==> src/hdl/ucrf_pkg.sv <==
// ----------------------------------------------------------------------------
// ucrf_pkg: shared types and constants for the UART channel register block
// Beat payloads, FIFO sizing and the operation codes of an input beat.
// ----------------------------------------------------------------------------
package ucrf_pkg;

  // Receive FIFO sizing; holds at most FIFO_DEPTH - 1 bytes
  localparam int unsigned FIFO_DEPTH = 256;
  localparam int unsigned FIFO_PTR_W = $clog2(FIFO_DEPTH);

  typedef logic [FIFO_PTR_W-1:0] ucrf_ptr_t;

  // Operation codes of an input beat (code 3 does nothing)
  localparam logic [1:0] OP_READ  = 2'd0;
  localparam logic [1:0] OP_WRITE = 2'd1;
  localparam logic [1:0] OP_RX    = 2'd2;

  typedef struct packed {
    logic [1:0] operation;
    logic [3:0] address;
    logic [7:0] data;
  } ucrf_in_t;

  typedef struct packed {
    logic [7:0] read_data;
    logic       tx_valid;
    logic [7:0] tx_data;
    logic       irq_tx_ready;
    logic       irq_rx_ready;
  } ucrf_out_t;

  // Register file to FIFO requests, at most one per beat
  typedef struct packed {
    logic       push;
    logic       pop;
    logic       clear;
    logic [7:0] wdata;
  } ucrf_fifo_ctl_t;

  // FIFO state seen by the register file
  typedef struct packed {
    ucrf_ptr_t  count;
    logic [7:0] head_data;
  } ucrf_fifo_sts_t;

endpackage

==> src/hdl/uart_channel_regs_rx_fifo.sv <==
// ----------------------------------------------------------------------------
// uart_channel_regs_rx_fifo: one UART channel behind bus registers
// Bus reads, bus writes and line bytes pass through an input register, one
// decode step against the register file and receive FIFO, and a result
// register.
//
//   channel  handshake               payload
//   in       in_valid_i/in_stall_o   in_data_i   (ucrf_in_t)
//   out      out_valid_o/out_stall_i out_data_o  (ucrf_out_t)
//   cfg      cfg_we_i                cfg_wdata_i (port select)
//
// One beat per cycle sustained while the output is not stalled; a result is
// registered in the result register once its beat leaves the input register.
// The combinational decode between input and result register sets that rate.
// Reset clears the register file, FIFO pointers and both valid flags; the
// FIFO store itself is not cleared and needs no sweep.
// A stalled result holds in the output register; the input register can still
// take a beat until it too is full.
// ----------------------------------------------------------------------------
module uart_channel_regs_rx_fifo
  import ucrf_pkg::*;
(
  input  logic      clk_i,
  input  logic      rst_ni,
  input  logic      in_valid_i,
  output logic      in_stall_o,
  input  ucrf_in_t  in_data_i,
  output logic      out_valid_o,
  input  logic      out_stall_i,
  output ucrf_out_t out_data_o,
  input  logic      cfg_we_i,
  input  logic      cfg_wdata_i
);

  logic           item_valid_q;
  ucrf_in_t       item_q;
  logic           out_valid_q;
  ucrf_out_t      out_q;
  logic           port_sel_q;
  logic           out_free;
  logic           fire;
  logic           in_take;
  ucrf_fifo_ctl_t fifo_ctl;
  ucrf_fifo_sts_t fifo_sts;
  ucrf_out_t      result;

  assign out_free   = !out_valid_q || !out_stall_i;
  assign fire       = item_valid_q && out_free;
  assign in_stall_o = item_valid_q && !out_free;
  assign in_take    = in_valid_i && !in_stall_o;

  always_ff @(posedge clk_i or negedge rst_ni) begin
    if (!rst_ni) begin
      item_valid_q <= 1'b0;
      out_valid_q  <= 1'b0;
      port_sel_q   <= 1'b0;
    end else begin
      if (in_take) begin
        item_valid_q <= 1'b1;
      end else if (fire) begin
        item_valid_q <= 1'b0;
      end
      if (fire) begin
        out_valid_q <= 1'b1;
      end else if (!out_stall_i) begin
        out_valid_q <= 1'b0;
      end
      if (cfg_we_i) begin
        port_sel_q <= cfg_wdata_i;
      end
    end
  end

  always_ff @(posedge clk_i) begin
    if (in_take) begin
      item_q <= in_data_i;
    end
    if (fire) begin
      out_q <= result;
    end
  end

  ucrf_regs u_regs (
    .clk_i      (clk_i),
    .rst_ni     (rst_ni),
    .fire_i     (fire),
    .item_i     (item_q),
    .port_sel_i (port_sel_q),
    .fifo_sts_i (fifo_sts),
    .fifo_ctl_o (fifo_ctl),
    .result_o   (result)
  );

  ucrf_rx_fifo u_rx_fifo (
    .clk_i  (clk_i),
    .rst_ni (rst_ni),
    .ctl_i  (fifo_ctl),
    .sts_o  (fifo_sts)
  );

  assign out_valid_o = out_valid_q;
  assign out_data_o  = out_q;

endmodule

==> src/hdl/ucrf_rx_fifo.sv <==
// ----------------------------------------------------------------------------
// ucrf_rx_fifo: receive byte FIFO
// Circular store with head pointer and fill count. The head entry is read
// every cycle into a register, with bypass of a write to the same slot, so the
// byte at the head is ready for a holding register read in any cycle.
// ----------------------------------------------------------------------------
module ucrf_rx_fifo
  import ucrf_pkg::*;
(
  input  logic           clk_i,
  input  logic           rst_ni,
  input  ucrf_fifo_ctl_t ctl_i,
  output ucrf_fifo_sts_t sts_o
);

  localparam int unsigned SUM_W    = FIFO_PTR_W + 1;
  localparam ucrf_ptr_t   CNT_MAX  = FIFO_PTR_W'(FIFO_DEPTH - 1);
  localparam logic [SUM_W-1:0] DEPTH_W = SUM_W'(FIFO_DEPTH);

  logic [7:0] mem_q [FIFO_DEPTH];
  logic [7:0] rd_q;
  ucrf_ptr_t  head_q, head_d;
  ucrf_ptr_t  count_q, count_d;
  logic [SUM_W-1:0] slot_sum;
  ucrf_ptr_t  wr_slot;

  // Tail slot: head + count, wrapped once
  always_comb begin
    slot_sum = {1'b0, head_q} + {1'b0, count_q};
    if (slot_sum >= DEPTH_W) begin
      slot_sum = slot_sum - DEPTH_W;
    end
    wr_slot = slot_sum[FIFO_PTR_W-1:0];
  end

  always_comb begin
    head_d  = head_q;
    count_d = count_q;
    if (ctl_i.clear) begin
      head_d  = '0;
      count_d = '0;
    end else if (ctl_i.pop) begin
      head_d  = (head_q == CNT_MAX) ? '0 : head_q + 1'b1;
      count_d = count_q - 1'b1;
    end else if (ctl_i.push) begin
      count_d = count_q + 1'b1;
    end
  end

  always_ff @(posedge clk_i or negedge rst_ni) begin
    if (!rst_ni) begin
      head_q  <= '0;
      count_q <= '0;
    end else begin
      head_q  <= head_d;
      count_q <= count_d;
    end
  end

  always_ff @(posedge clk_i) begin
    if (ctl_i.push) begin
      mem_q[wr_slot] <= ctl_i.wdata;
    end
    if (ctl_i.push && (wr_slot == head_d)) begin
      rd_q <= ctl_i.wdata;
    end else begin
      rd_q <= mem_q[head_d];
    end
  end

  assign sts_o.count     = count_q;
  assign sts_o.head_data = rd_q;

  a_no_push_full : assert property (@(posedge clk_i) disable iff (!rst_ni)
    ctl_i.push |-> (count_q < CNT_MAX))
    else $error("push into a full receive FIFO");

  a_no_pop_empty : assert property (@(posedge clk_i) disable iff (!rst_ni)
    ctl_i.pop |-> (count_q != '0))
    else $error("pop from an empty receive FIFO");

  a_one_request : assert property (@(posedge clk_i) disable iff (!rst_ni)
    $onehot0({ctl_i.push, ctl_i.pop, ctl_i.clear}))
    else $error("more than one FIFO request in a beat");

endmodule

==> src/hdl/ucrf_regs.sv <==
// ----------------------------------------------------------------------------
// ucrf_regs: channel register file and beat decode
// Decodes one beat against the mode, status, command and holding registers,
// raises FIFO requests and builds the result. State moves only on fire_i.
// ----------------------------------------------------------------------------
module ucrf_regs
  import ucrf_pkg::*;
(
  input  logic           clk_i,
  input  logic           rst_ni,
  input  logic           fire_i,
  input  ucrf_in_t       item_i,
  input  logic           port_sel_i,
  input  ucrf_fifo_sts_t fifo_sts_i,
  output ucrf_fifo_ctl_t fifo_ctl_o,
  output ucrf_out_t      result_o
);

  localparam ucrf_ptr_t CNT_MAX = FIFO_PTR_W'(FIFO_DEPTH - 1);
  localparam ucrf_ptr_t CNT_TWO = FIFO_PTR_W'(2);
  localparam ucrf_ptr_t CNT_ONE = FIFO_PTR_W'(1);

  // Address bank for each port: A at 0..3, B at 8..11
  localparam logic [1:0] BANK_A = 2'b00;
  localparam logic [1:0] BANK_B = 2'b10;

  localparam logic [1:0] REG_MODE    = 2'd0;
  localparam logic [1:0] REG_STATUS  = 2'd1;
  localparam logic [1:0] REG_COMMAND = 2'd2;
  localparam logic [1:0] REG_HOLD    = 2'd3;

  localparam logic [1:0] CMD_ENABLE  = 2'b01;
  localparam logic [1:0] CMD_DISABLE = 2'b10;
  localparam logic [3:0] MISC_RST_MR = 4'h1;
  localparam logic [3:0] MISC_RST_RX = 4'h2;

  logic       rx_en_q, rx_en_d;
  logic       tx_en_q, tx_en_d;
  logic       mode_ptr_q, mode_ptr_d;
  logic [7:0] mode_q [2];
  logic       mode_we;
  logic       hit;
  logic [1:0] reg_idx;
  logic       rx_nz;
  ucrf_fifo_ctl_t ctl;
  ucrf_out_t      res;

  assign hit     = (item_i.address[3:2] == (port_sel_i ? BANK_B : BANK_A));
  assign reg_idx = item_i.address[1:0];
  assign rx_nz   = (fifo_sts_i.count != '0);

  always_comb begin
    rx_en_d    = rx_en_q;
    tx_en_d    = tx_en_q;
    mode_ptr_d = mode_ptr_q;
    mode_we    = 1'b0;
    ctl        = '0;
    ctl.wdata  = item_i.data;
    res        = '0;

    unique case (item_i.operation)
      OP_READ: begin
        if (hit) begin
          unique case (reg_idx)
            REG_MODE: begin
              res.read_data = mode_q[mode_ptr_q];
              mode_ptr_d    = 1'b1;
            end
            REG_STATUS: begin
              res.read_data = {4'b0000, tx_en_q, tx_en_q,
                               (fifo_sts_i.count > CNT_TWO), rx_nz};
            end
            REG_HOLD: begin
              if (rx_nz) begin
                res.read_data = fifo_sts_i.head_data;
                ctl.pop       = 1'b1;
              end
            end
            default: ;
          endcase
        end
      end
      OP_WRITE: begin
        if (hit) begin
          unique case (reg_idx)
            REG_MODE: begin
              mode_we    = 1'b1;
              mode_ptr_d = 1'b1;
            end
            REG_COMMAND: begin
              if (item_i.data[1:0] == CMD_ENABLE)  rx_en_d = 1'b1;
              if (item_i.data[1:0] == CMD_DISABLE) rx_en_d = 1'b0;
              if (item_i.data[3:2] == CMD_ENABLE)  tx_en_d = 1'b1;
              if (item_i.data[3:2] == CMD_DISABLE) tx_en_d = 1'b0;
              if (item_i.data[7:4] == MISC_RST_MR) begin
                mode_ptr_d = 1'b0;
              end else if (item_i.data[7:4] == MISC_RST_RX) begin
                rx_en_d   = 1'b0;
                ctl.clear = 1'b1;
              end
            end
            REG_HOLD: begin
              if (tx_en_q) begin
                res.tx_valid = 1'b1;
                res.tx_data  = item_i.data;
              end
            end
            // Clock select: baud generation lives outside, nothing to hold
            default: ;
          endcase
        end
      end
      OP_RX: begin
        // Drop the byte when the receiver is off or the FIFO is full
        if (rx_en_q && (fifo_sts_i.count < CNT_MAX)) begin
          ctl.push = 1'b1;
        end
      end
      default: ;
    endcase

    res.irq_tx_ready = tx_en_d;
    if (ctl.clear) begin
      res.irq_rx_ready = 1'b0;
    end else if (ctl.push) begin
      res.irq_rx_ready = 1'b1;
    end else if (ctl.pop) begin
      res.irq_rx_ready = (fifo_sts_i.count != CNT_ONE);
    end else begin
      res.irq_rx_ready = rx_nz;
    end
  end

  always_ff @(posedge clk_i or negedge rst_ni) begin
    if (!rst_ni) begin
      rx_en_q    <= 1'b0;
      tx_en_q    <= 1'b0;
      mode_ptr_q <= 1'b0;
      mode_q[0]  <= '0;
      mode_q[1]  <= '0;
    end else if (fire_i) begin
      rx_en_q    <= rx_en_d;
      tx_en_q    <= tx_en_d;
      mode_ptr_q <= mode_ptr_d;
      if (mode_we) begin
        mode_q[mode_ptr_q] <= item_i.data;
      end
    end
  end

  assign fifo_ctl_o.push  = fire_i & ctl.push;
  assign fifo_ctl_o.pop   = fire_i & ctl.pop;
  assign fifo_ctl_o.clear = fire_i & ctl.clear;
  assign fifo_ctl_o.wdata = ctl.wdata;
  assign result_o         = res;

endmodule
==> config.mk <==
export PLATFORM = sky130hd
export DESIGN_NAME = uart_channel_regs_rx_fifo
export DESIGN_NICKNAME = d
export VERILOG_FILES = /design/src/hdl/ucrf_pkg.sv /design/src/hdl/uart_channel_regs_rx_fifo.sv /design/src/hdl/ucrf_rx_fifo.sv /design/src/hdl/ucrf_regs.sv
export SDC_FILE = /design/constraint.sdc
export NUM_CORES = 2
export LEC_CHECK = 0
export BUFFER_PORTS_ARGS = -buffer_cell sky130_fd_sc_hd__buf_2
export CORE_MARGIN = 2
export CORE_UTILIZATION = 55
export DETAILED_ROUTE_END_ITERATION = 10
export PLACE_DENSITY = 0.73
export SLEW_MARGIN = 15
export SYNTH_ARGS = -nofsm -noshare
export SYNTH_HDL_FRONTEND = slang
export SYNTH_SLANG_ARGS = --single-unit
==> constraint.sdc <==
create_clock -name clk_i -period 4.8 [get_ports clk_i]
set_clock_uncertainty 0.1 [all_clocks]
set_input_delay 0.24 -clock clk_i [delete_from_list [all_inputs] [get_ports clk_i]]
set_output_delay 0.24 -clock clk_i [all_outputs]
set_load 0.02 [all_outputs]
Word level (Yosys, flattened, before mapping)
Memories as Yosys holds them, arrays and structs flattened. A register that Yosys moved wholly into a read port is not among the register bits. Index checks and enable logic that the tools add are counted.

Memories: 1. Word-level logic and storage cells: 129. Bits in writable memories: 2048. Bits in registers: 71. Bits of input ports: 20. Output and inout bits: 21.

Add/subtract/negate cells: 5. Order comparisons: 5. Reduce and logical (&&, ||, !) cells: 22. Equal/unequal tests: 20. Multiplexer cells: 54. Bitwise operators: 4.

Memories: u_rx_fifo.mem_q (words 256, width 8, rd ports 1, clocked after Yosys merged registers in 1, write ports 1, line ucrf_rx_fifo.sv:20) `logic [7:0] mem_q [FIFO_DEPTH];`.

Operators with widths (count): 2-to-1 mux 8 bit (12); 2-to-1 mux 1 bit (35); case mux 8 bit (3 select lines) (1); adder 8 x 1 -> 8 bit, second input constant (2); bitwise mux 16 bit (1); subtractor 8 x 1 -> 8 bit, second input constant (2); == test 2 bit, second input constant (5); adder 8 x 8 -> 9 bit (1); >= comparator 9 bit, second input constant (1); 2-to-1 mux 9 bit (1); demux 8 bit (select 1 bit) (1); == test 2 x 1 -> 1 bit, second input constant (4); == test 8 bit, second input constant (1); greater-than comparator 8 x 2 -> 1 bit, second input constant (1); less-than comparator 8 bit, second input constant (1); != test 2 x 1 -> 1 bit, second input constant (4); != test 8 x 1 -> 1 bit, second input constant (1); AND reduction 4 bit (2); nonzero test 8 bit (1); AND reduction 7 bit (1); logical AND 1 bit (5); == test 4 x 1 -> 1 bit, second input constant (1); == test 4 x 2 -> 1 bit, second input constant (1); zero test 1 bit (4); other kinds (15) (21).

Depth between registers and ports, before layout
Depth after elaboration: 8. Mapped depth: 13. Gate-level depth less buffers: 9.

By module
Synthesis repeated with hierarchy kept, for this count alone.

Cells, all modules: 4126. Area total of the unflattened synthesis: 83647.7 sq um.

Modules (own cells, without submodules): ucrf_rx_fifo (times used 1, cells each 3946, area an instance 81111.5 sq um, seq. area each 62059.5 sq um); ucrf_regs (times used 1, cells each 137, area an instance 1416.4 sq um, seq. area each 475.5 sq um); uart_channel_regs_rx_fifo (times used 1, cells each 43, area an instance 1119.8 sq um, seq. area each 1066.0 sq um).

Worst setup path after synthesis
OpenSTA, ideal clock, no wires.

Path type: register -> register. Start point: register item_q[5] (netlist name). End point: register u_rx_fifo.head_q[2]. Stages on the path, launching flop included: 6. Period minus slack after synthesis: 4.766 ns. Required time: 4.564 ns. Arrival: 4.530 ns. Buffers on the path: 2. Setup slack: 0.034 ns. Library setup time: 0.136 ns. Cells stage by stage: edfxtp_1 -> nor4b_1 -> and3_1 -> clkbuf_1 -> clkbuf_1 -> nor2_1.

Longest elaborated chain between the ends: 8. Elaborated cells on any way between the ends: 9. Those cells by class: eq/ne: 2; mux: 6; bitwise: 1.

Ends and longest elaborated chain: start: declaration (line uart_channel_regs_rx_fifo.sv:36) `ucrf_in_t item_q;`; start signal: assignment (line uart_channel_regs_rx_fifo.sv:76) `item_q <= in_data_i;`; == test 4 x 2 -> 1 bit (line ucrf_regs.sv:97) `end else if (item_i.data[7:4] == MISC_RST_RX) begin`; 2-to-1 mux 1 bit (line ucrf_regs.sv:97); 2-to-1 mux 1 bit * (line ucrf_regs.sv:95) `if (item_i.data[7:4] == MISC_RST_MR) begin`; 2-to-1 mux 1 bit * (line ucrf_regs.sv:85) `unique case (reg_idx)`; 2-to-1 mux 1 bit * (line ucrf_regs.sv:84) `if (hit) begin`; 2-to-1 mux 1 bit * (line ucrf_regs.sv:61) `unique case (item_i.operation)`; bitwise AND 1 bit * (line ucrf_regs.sv:153) `assign fifo_ctl_o.clear = fire_i & ctl.clear;`; 2-to-1 mux 8 bit * (line ucrf_rx_fifo.sv:39) `if (ctl_i.clear) begin`; net u_rx_fifo.head_d[2] (line ucrf_rx_fifo.sv:22) `ucrf_ptr_t head_q, head_d;`; end signal: assignment (line ucrf_rx_fifo.sv:52) `head_q <= '0;`; end signal: assignment (line ucrf_rx_fifo.sv:55) `head_q <= head_d;`; end: declaration (line ucrf_rx_fifo.sv:22).

Mark *: on every way through the listed nets, which the timed path passes. The rest lies on a longest branch. A chain may end at the register's enable or synchronous reset.

==> key figures <==
Yosys
  • Syn_area_per_cell: 20.3 µm²
  • Mapped Area: 84,200 µm²
  • Seq/Total Area, Yosys: 75.5%
  • EDFF count, synth: 2,081
  • Ys flop type: edfxtp_1
  • Net count after synthesis: around 4,200
  • Ys async rst share: approximately 1.8%
  • Yosys reg bits: 2,127
  • Distinct cell type count after synthesis: 84
  • Yosys warns: 0
  • Synth Instances: approximately 4,200

Route
  • Vias per cell: 6.67
  • Mean routed wirelength per cell: 32.8 µm
  • DR WL met3: 27,800 µm
  • Max Used Layer: met5
  • DR pass1 iterations: 11
  • M1 WL: 82,100 µm
  • DRT antenna net count: 0
  • Post-Route WL: 224,000 µm
  • First DRT Iteration DRCs: 6,725
  • Drt drc: 1
  • Met2 Routed Length: 102,000 µm
  • Via count: 45,600

Critical path
  • Worst Path Class, Setup: reg2reg
  • R2R Path End: out_data_o[12]
  • Crit-path cells: buf_12 -> buf_4 -> mux4_1 -> mux4_2 -> a22oi_1 -> o211ai_1 -> o211ai_1 -> o21ai_1
  • Worst Setup End Kind: register
  • Critical Path Most Common Cell: o211ai_1
  • CP max-delay cell: dfxtp_4
  • R2r setup slk: 240 ps
  • Crit-path max FO: 29
  • Number of stages on the worst setup path: 8
  • Startpoint types: register
  • Worst R2R Path Depth: 8
  • Critical Path Max Stage Delay: 920 ps
  • Critical Path Sink: out_data_o[12]
  • CP bufs+invs: 2
  • Worst path top cell family by delay: compound AO/OA/AOI/OAI gates
  • Worst EP required: 5180 ps
  • WP data arrival: 4940 ps

STA
  • Final setup viols: 0
  • Slew @ Worst Pin: around 1200 ps
  • Fmax: 219 MHz
  • Fin crit share: 94.9%
  • RSZ-0062 raised after global routing: no
  • Fin. max-slew vios: 0
  • Slew headroom: approximately 23%
  • Setup TNS: 0 ps
  • Final hold violation count: 0
  • Final worst setup slack: 243 ps
  • Time the worst path needs with I/O delays and setup: 4560 ps

Global routing
  • First-pass GRT wire length: approximately 320,000 µm
  • Grt total ovfl: 0
  • Initial antenna violation count: 11
  • Vias in the first global route: 44,900
  • Largest net degree at the start of global routing: 191
  • Total track usage: 28.8%

Job
  • Max Cap Viol: 0

Floorplan
  • Initial Utilization: 55.4%
  • Ports: approximately 40
  • Die Y-Extent: 395 µm
  • Full die area: 156,000 µm²
  • Die span in x: approximately 400 µm
  • Placeable core area: 152,000 µm²
  • Row cnt: 143

Placed design
  • Port Buf Inserts: 40
  • RePlAce Congestion: a little over 0.9
  • Pre-CTS setup slack: approximately 390 ps
  • Cell area after placement: ~89,000 µm²
  • HPWL Detailed: 136,000 µm

Power and ir drop
  • Tot Pwr: 41.1 mW
  • Leakage: approximately 30 nW
  • Pwr dens: 428 nW/µm²
  • IR drop worst, VDD: 0.000396 V

Clock network
  • CTS tree: done
  • H-tree Lvls: 4
  • Reg clk slew, reported paths: approximately 70 ps
  • Clock sink count: 2,127
  • Post-CTS setup buffer count: 0
  • TritonCTS Buffers: 198
  • Clk_lat worst skew: 820 ps
  • Root Driver: clkbuf_16
  • CTS max path bufs: 3

Cells and area
  • Final Cell Area: between 90,000 and 100,000 µm²
  • Core Util, Final: 63.1%
  • Area growth from synthesis to layout: 14.0%
  • Layout Nets: 4,672
  • Layout cell share with drive strength beyond 1: between 20% and 30%

Run status
  • Failing checks: design-rule violations
  • Status: finished with violations

Worst hold path
  • HP Start: in_data_i[5]
  • Worst hold path class: in2reg
==> cells in the mapped netlist, types with 22 or more instances <==
cell type  count  area share (%)
a21oi_1       52            0.31
a31oi_1       32            0.24
and2_1        22            0.16
buf_2         67            0.40
buf_4         33            0.29
buf_6         25            0.33
clkbuf_1      99            0.44
dfrtp_1       38             1.1
edfxtp_1    2081              74
mux2_2        32            0.43
mux2i_1      153             1.8
mux4_1        26            0.81
mux4_2       450              12
nand2_1      196            0.87
nand3_1       65            0.39
nor2_1        72            0.32
nor3_1       285             1.7
o21ai_0       40            0.24
o221ai_1      30            0.31
o22ai_1       38            0.28
==> per-layer routing <==
layer  track usage (%)  up-vias
met3              7.78      593
li1                  -    18300
met4              13.5       14
met1              40.2    23400
met2              42.9     3295
met5                 0        -
==> layout make-up <==
cell class / count / area, µm²
clock buffer: 235 / 5190
clock inverter: 123 / 1180
inverter: 16 / 63.8
multi-input combinational: 1762 / 19000
fill: 10100 / 56100
tap: 2030 / 2540
timing repair buffer: 534 / 4450
sequential: 2127 / 63600
antenna: 5 / 12.5
==> what timing repair did <==
item,4_1_cts,5_1_grt
gates resized for setup,0,0
endpoints found under the hold margin,56,0
hold buffers,25,0
==> cells in the final DEF (no fill, tap or decap), drive strengths merged, types with 8 or more instances in the layout <==
cell type | Yosys | layout
bufinv | 0 | 23
clkinvlp | 0 | 8
o21ai | 46 | 46
buf | 155 | 509
nor3 | 285 | 285
and3 | 21 | 21
a211oi | 17 | 17
nand2b | 13 | 13
dfrtp | 38 | 38
a21oi | 53 | 53
a31oi | 32 | 32
nand2 | 196 | 196
edfxtp | 2081 | 2081
xor2 | 10 | 10
dfxtp | 8 | 8
ha | 12 | 12
nor2 | 73 | 73
mux2 | 32 | 32
clkinv | 0 | 91
clkbuf | 100 | 235
nand3 | 65 | 65
mux2i | 153 | 153
xnor2 | 14 | 14
dlygate4sd3 | 0 | 25
mux4 | 476 | 476
o211ai | 11 | 11
o221ai | 30 | 30
a22oi | 20 | 20
inv | 16 | 17
o22ai | 38 | 38
and2 | 23 | 23
nor2b | 16 | 16
a221oi | 12 | 12
==> logic make-up (layout without fill, tap and decap cells) <==
| group | Yosys count | in the layout | synth area share (%) |
|---|---|---|---|
| muxes | 661 | 661 | 15.1 |
| DFF | 2127 | 2127 | 75.5 |
| and+or+nand+nor | 730 | 730 | 4.15 |
| xor gates and xnor gates | 24 | 24 | 0.250 |
| other | 0 | 5 | 0 |
| buffers and inverters | 271 | 908 | 2.05 |
| adders and majority gates | 13 | 13 | 0.202 |
| AOI/OAI and AO/OA | 334 | 334 | 2.77 |
==> where the power goes <==
part | leakage (nW) | internal [mW] | switching (mW)
Sequential | 19.3 | 20.5 | 0.176
Clock | 3.12 | 8.90 | 6.65
Combinational | 8.12 | 2.10 | 2.74
Total | 30.5 | 31.5 | 9.56
==> through the flow <==
stage / std cells / hold slack [ps]
final: 6832 / 47.5
after floorplan: 4160 / -156
after CTS: 6827 / 4.79
after global placement: 6444 / 313
after global routing: 6827 / 27.2
after detailed placement: 6444 / 319
==> how the worst min path moves through the flow <==
stage	endpoint	slack, ps	cells after the start
4_1_cts	item_q[8]	5	2
6_report	item_q[5]	50	2
2_1_floorplan	item_valid_q	-160	0
5_1_grt	item_q[5]	30	2
3_5_place_dp	item_q[0]	320	1
3_3_place_gp	u_regs.mode_q[2]	310	1
==> registers in the layout, summed over array words and instances, names as in the netlist, named ones only <==
register	count
u_rx_fifo.count_q	8
item_valid_q	1
u_regs.mode_ptr_q	1
out_valid_o	1
u_rx_fifo.mem_q	2048
item_q	14
u_regs.rx_en_q	1
u_regs.mode_q	16
u_rx_fifo.head_q	8
port_sel_q	1
u_regs.tx_en_q	1
out_data_o	19
(Power assumes the default switching activity.)
